<file path="src/hw/rtl/drs_pkg.sv">
// Shared types and constants for the descending record sorter.
// Used by drs_cell and descending_record_sorter; depends on nothing else.
package drs_pkg;

    // Number of cells in the sorting chain, which is the batch capacity.
    localparam int DEPTH = 32;

    // Field widths of one record.
    localparam int QTY_W  = 31;
    localparam int SHOP_W = 16;
    localparam int TAG_W  = 8;

    // The record counter must hold DEPTH itself.
    localparam int CNT_W = $clog2(DEPTH + 1);

    // One record as it sits in a cell.
    typedef struct packed {
        logic [QTY_W-1:0]  quantity;
        logic [SHOP_W-1:0] shop;
        logic [TAG_W-1:0]  tag;
    } t_rec;

    // Per-cycle command broadcast to every cell of the chain.
    typedef struct packed {
        logic insert;     // a new word is placed into the sorted chain
        logic shift_out;  // every cell but the last takes the record of its right neighbor
    } t_cell_ctrl;

endpackage

</file>
<file path="src/hw/rtl/drs_cell.sv">
// One cell of the sorting chain: holds a single record and trades it with
// its neighbors. Depends on drs_pkg for the record and control types.
module drs_cell (
    input  logic                i_clk,
    input  drs_pkg::t_cell_ctrl i_ctrl,
    input  logic                i_empty,
    input  logic                i_prev_takes,
    input  drs_pkg::t_rec       i_prev_rec,
    input  drs_pkg::t_rec       i_next_rec,
    input  drs_pkg::t_rec       i_new_rec,
    output logic                o_takes,
    output drs_pkg::t_rec       o_rec
);

    drs_pkg::t_rec r_rec;
    drs_pkg::t_rec n_rec;

    // The new record belongs at or before this cell when the cell is unused or
    // holds a strictly smaller key; equal keys stay ahead, keeping the sort stable.
    assign o_takes = i_empty || (r_rec.quantity < i_new_rec.quantity);

    // On insert, cells past the insertion point take their left neighbor's
    // record and the first taking cell takes the new one. On drain, all move left.
    always_comb begin
        n_rec = r_rec;
        if (i_ctrl.shift_out) begin
            n_rec = i_next_rec;
        end else if (i_ctrl.insert) begin
            if (i_prev_takes) begin
                n_rec = i_prev_rec;
            end else if (o_takes) begin
                n_rec = i_new_rec;
            end
        end
    end

    always_ff @(posedge i_clk) begin
        r_rec <= n_rec;
    end

    assign o_rec = r_rec;

endmodule

</file>
<file path="src/hw/rtl/descending_record_sorter.sv">
// Top level of the descending record sorter: a chain of drs_cell instances
// with the batch counter, drain control and output register. Depends on drs_pkg.

// Records are accepted one per cycle while o_busy is low; each word is placed
// into its sorted position in the cell chain in the same cycle. The word with
// i_last_record closes the batch: o_busy then rises while the chain shifts the
// records held (at most 32) out through cell 0, and the results appear on the
// output ports one per cycle, largest quantity first, the first one shown from the
// clock edge after the one that accepted the closing word. Each result is shown for
// exactly one cycle with o_strobe high and must be taken then; the receiver
// cannot stall the block. Equal quantities leave in arrival order. Records beyond
// the capacity are dropped, and every result of that batch carries o_overflowed.
module descending_record_sorter (
    input  logic                       i_clk,
    input  logic                       i_rst_n,
    input  logic                       i_start,
    output logic                       o_busy,
    input  logic [drs_pkg::QTY_W-1:0]  i_quantity,
    input  logic [drs_pkg::SHOP_W-1:0] i_shop_id,
    input  logic [drs_pkg::TAG_W-1:0]  i_item_tag,
    input  logic                       i_last_record,
    output logic                       o_strobe,
    output logic [drs_pkg::QTY_W-1:0]  o_sorted_quantity,
    output logic [drs_pkg::SHOP_W-1:0] o_sorted_shop,
    output logic [drs_pkg::TAG_W-1:0]  o_sorted_tag,
    output logic                       o_run_end,
    output logic                       o_overflowed
);

    localparam int N = drs_pkg::DEPTH;
    localparam int CW = drs_pkg::CNT_W;

    logic [CW-1:0]       r_count;
    logic [CW-1:0]       n_count;
    logic                r_overflow;
    logic                n_overflow;
    logic                r_draining;
    logic                n_draining;
    logic                r_strobe;
    logic                n_strobe;
    logic                r_run_end;
    logic                n_run_end;
    logic                r_out_ovf;
    logic                n_out_ovf;
    drs_pkg::t_rec       r_out_rec;
    drs_pkg::t_rec       n_out_rec;

    logic                w_accept;
    logic                w_full;
    drs_pkg::t_cell_ctrl w_ctrl;
    drs_pkg::t_rec       w_new_rec;
    drs_pkg::t_rec       w_rec [N];
    logic                w_takes [N];

    assign w_accept = i_start && !r_draining;
    assign w_full   = (r_count == CW'(N));

    assign w_new_rec.quantity = i_quantity;
    assign w_new_rec.shop     = i_shop_id;
    assign w_new_rec.tag      = i_item_tag;

    assign w_ctrl.insert    = w_accept && !w_full;
    assign w_ctrl.shift_out = r_draining;

    // The sorting chain. Cells at or beyond the record count hold nothing valid.
    for (genvar g = 0; g < N; g++) begin : g_cell
        logic          w_empty;
        logic          w_prev_takes;
        drs_pkg::t_rec w_prev_rec;
        drs_pkg::t_rec w_next_rec;

        assign w_empty = (CW'(g) >= r_count);

        if (g == 0) begin : g_first
            assign w_prev_takes = 1'b0;
            assign w_prev_rec   = w_new_rec;
        end else begin : g_mid
            assign w_prev_takes = w_takes[g-1];
            assign w_prev_rec   = w_rec[g-1];
        end

        if (g == N - 1) begin : g_last
            assign w_next_rec = w_rec[g];
        end else begin : g_inner
            assign w_next_rec = w_rec[g+1];
        end

        drs_cell u_cell (
            .i_clk        (i_clk),
            .i_ctrl       (w_ctrl),
            .i_empty      (w_empty),
            .i_prev_takes (w_prev_takes),
            .i_prev_rec   (w_prev_rec),
            .i_next_rec   (w_next_rec),
            .i_new_rec    (w_new_rec),
            .o_takes      (w_takes[g]),
            .o_rec        (w_rec[g])
        );
    end

    // Batch bookkeeping and drain sequencing.
    always_comb begin
        n_count    = r_count;
        n_overflow = r_overflow;
        n_draining = r_draining;
        n_strobe   = 1'b0;
        n_run_end  = 1'b0;
        n_out_ovf  = r_out_ovf;
        n_out_rec  = r_out_rec;
        if (r_draining) begin
            n_strobe  = 1'b1;
            n_out_rec = w_rec[0];
            n_out_ovf = r_overflow;
            n_run_end = (r_count == CW'(1));
            n_count   = r_count - CW'(1);
            if (r_count == CW'(1)) begin
                n_draining = 1'b0;
                n_overflow = 1'b0;
            end
        end else if (w_accept) begin
            if (w_full) begin
                n_overflow = 1'b1;
            end else begin
                n_count = r_count + CW'(1);
            end
            if (i_last_record) begin
                n_draining = 1'b1;
            end
        end
    end

    // Control registers.
    always_ff @(posedge i_clk) begin
        if (!i_rst_n) begin
            r_count    <= '0;
            r_overflow <= 1'b0;
            r_draining <= 1'b0;
            r_strobe   <= 1'b0;
        end else begin
            r_count    <= n_count;
            r_overflow <= n_overflow;
            r_draining <= n_draining;
            r_strobe   <= n_strobe;
        end
    end

    // Output payload registers.
    always_ff @(posedge i_clk) begin
        r_run_end <= n_run_end;
        r_out_ovf <= n_out_ovf;
        r_out_rec <= n_out_rec;
    end

    assign o_busy            = r_draining;
    assign o_strobe          = r_strobe;
    assign o_sorted_quantity = r_out_rec.quantity;
    assign o_sorted_shop     = r_out_rec.shop;
    assign o_sorted_tag      = r_out_rec.tag;
    assign o_run_end         = r_run_end;
    assign o_overflowed      = r_out_ovf;

    // The counter never exceeds the chain length.
    a_count_range: assert property (@(posedge i_clk) disable iff (!i_rst_n)
        r_count <= CW'(N))
        else $error("record count exceeds chain length");

    // A drain never runs on an empty chain.
    a_drain_nonempty: assert property (@(posedge i_clk) disable iff (!i_rst_n)
        r_draining |-> (r_count != '0))
        else $error("drain with no records held");

    // The closing word always starts a drain.
    a_close_drains: assert property (@(posedge i_clk) disable iff (!i_rst_n)
        (i_start && !o_busy && i_last_record) |=> o_busy)
        else $error("closing word did not start a drain");

    // When the final word of a batch is shown, the block is free again.
    a_end_frees: assert property (@(posedge i_clk) disable iff (!i_rst_n)
        (o_strobe && o_run_end) |-> !o_busy)
        else $error("block still busy after final result");

    // The head of the chain is never smaller than its neighbor.
    a_head_order: assert property (@(posedge i_clk) disable iff (!i_rst_n)
        (r_count >= CW'(2)) |-> (w_rec[0].quantity >= w_rec[1].quantity))
        else $error("chain out of order at its head");

endmodule

</file>
<file path="config.mk">
export PLATFORM = sky130hd
export DESIGN_NAME = descending_record_sorter
export DESIGN_NICKNAME = d
export VERILOG_FILES = /design/src/hw/rtl/drs_pkg.sv /design/src/hw/rtl/drs_cell.sv /design/src/hw/rtl/descending_record_sorter.sv
export SDC_FILE = /design/constraint.sdc
export NUM_CORES = 2
export LEC_CHECK = 0
export BUFFER_PORTS_ARGS = -buffer_cell sky130_fd_sc_hd__buf_2
export CAP_MARGIN = 20
export CORE_ASPECT_RATIO = 0.75
export CORE_MARGIN = 3
export CORE_UTILIZATION = 40
export DETAILED_ROUTE_END_ITERATION = 7
export HOLD_SLACK_MARGIN = 0.12
export REMOVE_ABC_BUFFERS = 1
export SKIP_LAST_GASP = 1
export SLEW_MARGIN = 10
export SYNTH_ARGS = -nofsm -noshare
export SYNTH_HDL_FRONTEND = slang
export SYNTH_SLANG_ARGS = --single-unit
</file>
<file path="constraint.sdc">
create_clock -name i_clk -period 18 [get_ports i_clk]
set_input_delay 0 -clock i_clk [delete_from_list [all_inputs] [get_ports i_clk]]
set_output_delay 0 -clock i_clk [all_outputs]
set_load 0.01 [all_outputs]
</file>
==> results.cfg <==
[floorplanning]
row_count = 166
fp.dieArea_um2 = 283700
coreArea_um2 = 274400
start_util = 0.4042
die_w_um = 614.0
fp.dieH_um = 462.0
io_pins = 118

[hold_path]
hold_class = in2reg
min-delay-start = i_shop_id[10]

[power_and_ir_drop]
p_leak_nw = 48.01
irDropWorstVdd_v = 0.00007614
powerDensity_nw_per_um2 = 125.0

[setup_path]
end_kind = flop
crit_buf_inv = 8
max_stage_delay_ns = 0.91
worstPathCellList = dlygate4sd3_1 -> buf_2 -> inv_1 -> buf_4 -> ha_1 -> a21o_1 -> a31oi_1 -> o21ai_1 -> a221oi_1 -> o311ai_1 -> buf_4 -> a31oi_4 -> buf_4 -> buf_4 -> o21ai_0 -> nand2_4 -> buf_4
startpoint = i_quantity[2]
critPathSlowestCell = a31oi_4
cp-start-kind = primary input
path_class = in2reg
crit_required_ns = 18.52
path_delay_family = buffers and inverters
r2r-start = g_cell[7].u_cell.o_rec[26]
cp.arrival_ns = 7.42
path_common_cell = buf_4
path_max_fanout = 33

[timing]
tightest_slew_ns = 1.400
fin_crit_sh = 0.3836
drv_slew = 0
rsz0062_at_grt = no
tns_ns = 0
worst_clock_skew_ns = 0.06002
worst_slew_margin_rel = 0.05981
fin_crit_ns = 6.904
hold_violations = 0
fmax_mhz = 144.8
whs_ns = 0.2073
setup_viol = 0

[clocking]
clk-insertion-delay-late_ns = 0.90
cts_sinks = 1826
cts_root_buf = clkbuf_16
cts_tree = done
htree_num_levels = 4
clk_pin_slew_ns = 0.06
post_cts.repair.setup_buffers = 0
cts_made_buffers = 203
clockBufferDepth = 4

[final_layout]
nFillCells = 25160
drive_above_1_share = 0.09283
syn_to_final_growth_pct = 9.983
final_nets = 10430

[logic_synthesis]
synth_most_common_cell = edfxtp_1
synth-seq-cells = 1826
syn_inst = 9639
avgSynthCellArea_um2 = 11.51
synth_top_area_frac = 0.4917
synthTopCellsByArea = edfxtp_1 (49%), ha_1 (11%), a221o_1 (8.4%)
synth_top_cell_by_area = edfxtp_1
yosysUniqueCellTypes = 73
synth_edf_count = 1816
yosys-top-cells-count = edfxtp_1 (1816), nand2_1 (1042), ha_1 (964), a221o_1 (936), nor3b_1 (714)
synth_flop_cell = edfxtp_1
seq_area_frac_synth = 0.4935
synthesis.area_um2 = 110900
async_flop_share = 0
yosys_warnings = 0

[global_routing]
antenna_found_initial = 27
grt_max_degree = 220
grt_pass1_wl_mm = 626.9
grt_overflow = 0
gr-usage-all-layers = 0.3021
grt_pass1_vias = 83880

[route]
firstDrtPassIters = 7
via_per_inst = 6.828
num_vias = 90520
drt_iter0_markers = 15450
ant_nets = 0
routed_wl_mm = 443.8
drc_errors = 0
wl_per_cell_um = 33.48

[status]
status = complete, no violations

[placement]
gp_congestion = 0.9897
dp_hpwl_mm = 292.2
numPortBuffers = 117

[job]
max_cap_viol_count = 0
[worst register-to-register path, cell delays in order, from the launching register on]
cell and delay (ns):
edfxtp_1 0.42, ha_1 0.34, a21o_1 0.20, a31oi_1 0.20, o21ai_1 0.14, a221oi_1 0.60, o311ai_1 0.37, buf_4 0.28
a31oi_4 0.91, buf_4 0.60, buf_4 0.69, o21ai_0 0.39, nand2_4 0.55, buf_4 0.65
[power by group]
| group | internal, mW | leakage [nW] | switching (mW) | total, mW |
|---|---|---|---|---|
| sequential | 5.98 | 18.4 | 0.829 | 6.81 |
| clock | 2.26 | 3.01 | 1.84 | 4.09 |
| combinational | 1.72 | 26.6 | 2.62 | 4.34 |
[sequential cells by signal, summed over array words and instances, names as in the netlist]
signal	flops
o_sorted_shop	16
o_sorted_quantity	31
o_sorted_tag	8
r_count	6
o_overflowed	1
o_strobe	1
o_run_end	1
r_overflow	1
o_busy	1
g_cell.u_cell.o_rec	1760
[what timing repair did]
item / CTS / global route
hold buffers: 63 / 0
gates resized for setup: 0 / 0
endpoints found under the hold margin: 1009 / 0
[path summary, 6_finish.rpt]
kind	slack [ns]	end	cells after the start
worst max-delay path	11.10	g_cell[7].u_cell.o_rec[40]	17
worst max register to register	11.19	g_cell[7].u_cell.o_rec[40]	13
worst min-delay path	0.21	g_cell[31].u_cell.o_rec[18]	3
worst min register to register	0.43	o_overflowed	0
[through the flow]
step | cells | utilization | setup WS, ns | instance area, um2 | total power, mW
2_1_floorplan | 8765 | - | -75.25 | 107200 | 10.34
3_3_place_gp | 12820 | 0.4191 | 10.84 | 115000 | 10.88
3_5_place_dp | 12820 | 0.4195 | 10.97 | 115100 | 11.02
4_1_cts | 13240 | 0.4442 | 11.36 | 121900 | 15.11
5_1_grt | 13250 | 0.4445 | 11.14 | 122000 | 15.84
6_report | 13260 | 0.4446 | 11.10 | 122000 | 15.25
[per-layer routing]
layer | track usage | share of wire
met5 | 0 | 0.00016
met4 | 0.1156 | 0.044
met3 | 0.07369 | 0.13
met2 | 0.4171 | 0.40
met1 | 0.4500 | 0.43
[cell usage in the layout (no fill, tap or decap), types with 117 or more instances in the layout]
master	count
buf_4	229
nand2_1	1024
o211ai_1	231
clkbuf_16	207
o21ai_0	444
ha_1	964
nor3b_1	714
mux2i_1	388
a21o_1	138
a21oi_1	321
and3_1	224
buf_2	117
nand3_1	264
a221o_1	936
edfxtp_1	1816
nor2_1	191
nand4_1	128
[cells by family (layout without fill, tap and decap cells)]
family,after synthesis,in the layout,synth area share
AND/OR/NAND/NOR,2887,2887,0.1398
other,0,5,0
AO/OA/AOI/OAI,2588,2588,0.1817
flip-flops,1826,1826,0.4935
buffers and inverters,927,843,0.03535
XOR/XNOR,4,4,0.0003159
adder cells (fa/ha/maj),964,964,0.1088
multiplexers,443,443,0.04060
[final cells by class]
class	count	area, um2	area share
sequential	1826	54740	0.4487
multi-input combinational	6886	52930	0.4339
clock buffer	247	5330	0.04370
tap	3696	4624	0.03791
timing repair buffer	433	3342	0.02740
clock inverter	110	799.5	0.006555
inverter	53	206.4	0.001693
antenna	5	12.51	0.0001026
Note: power is estimated with default switching activity, not from simulation.
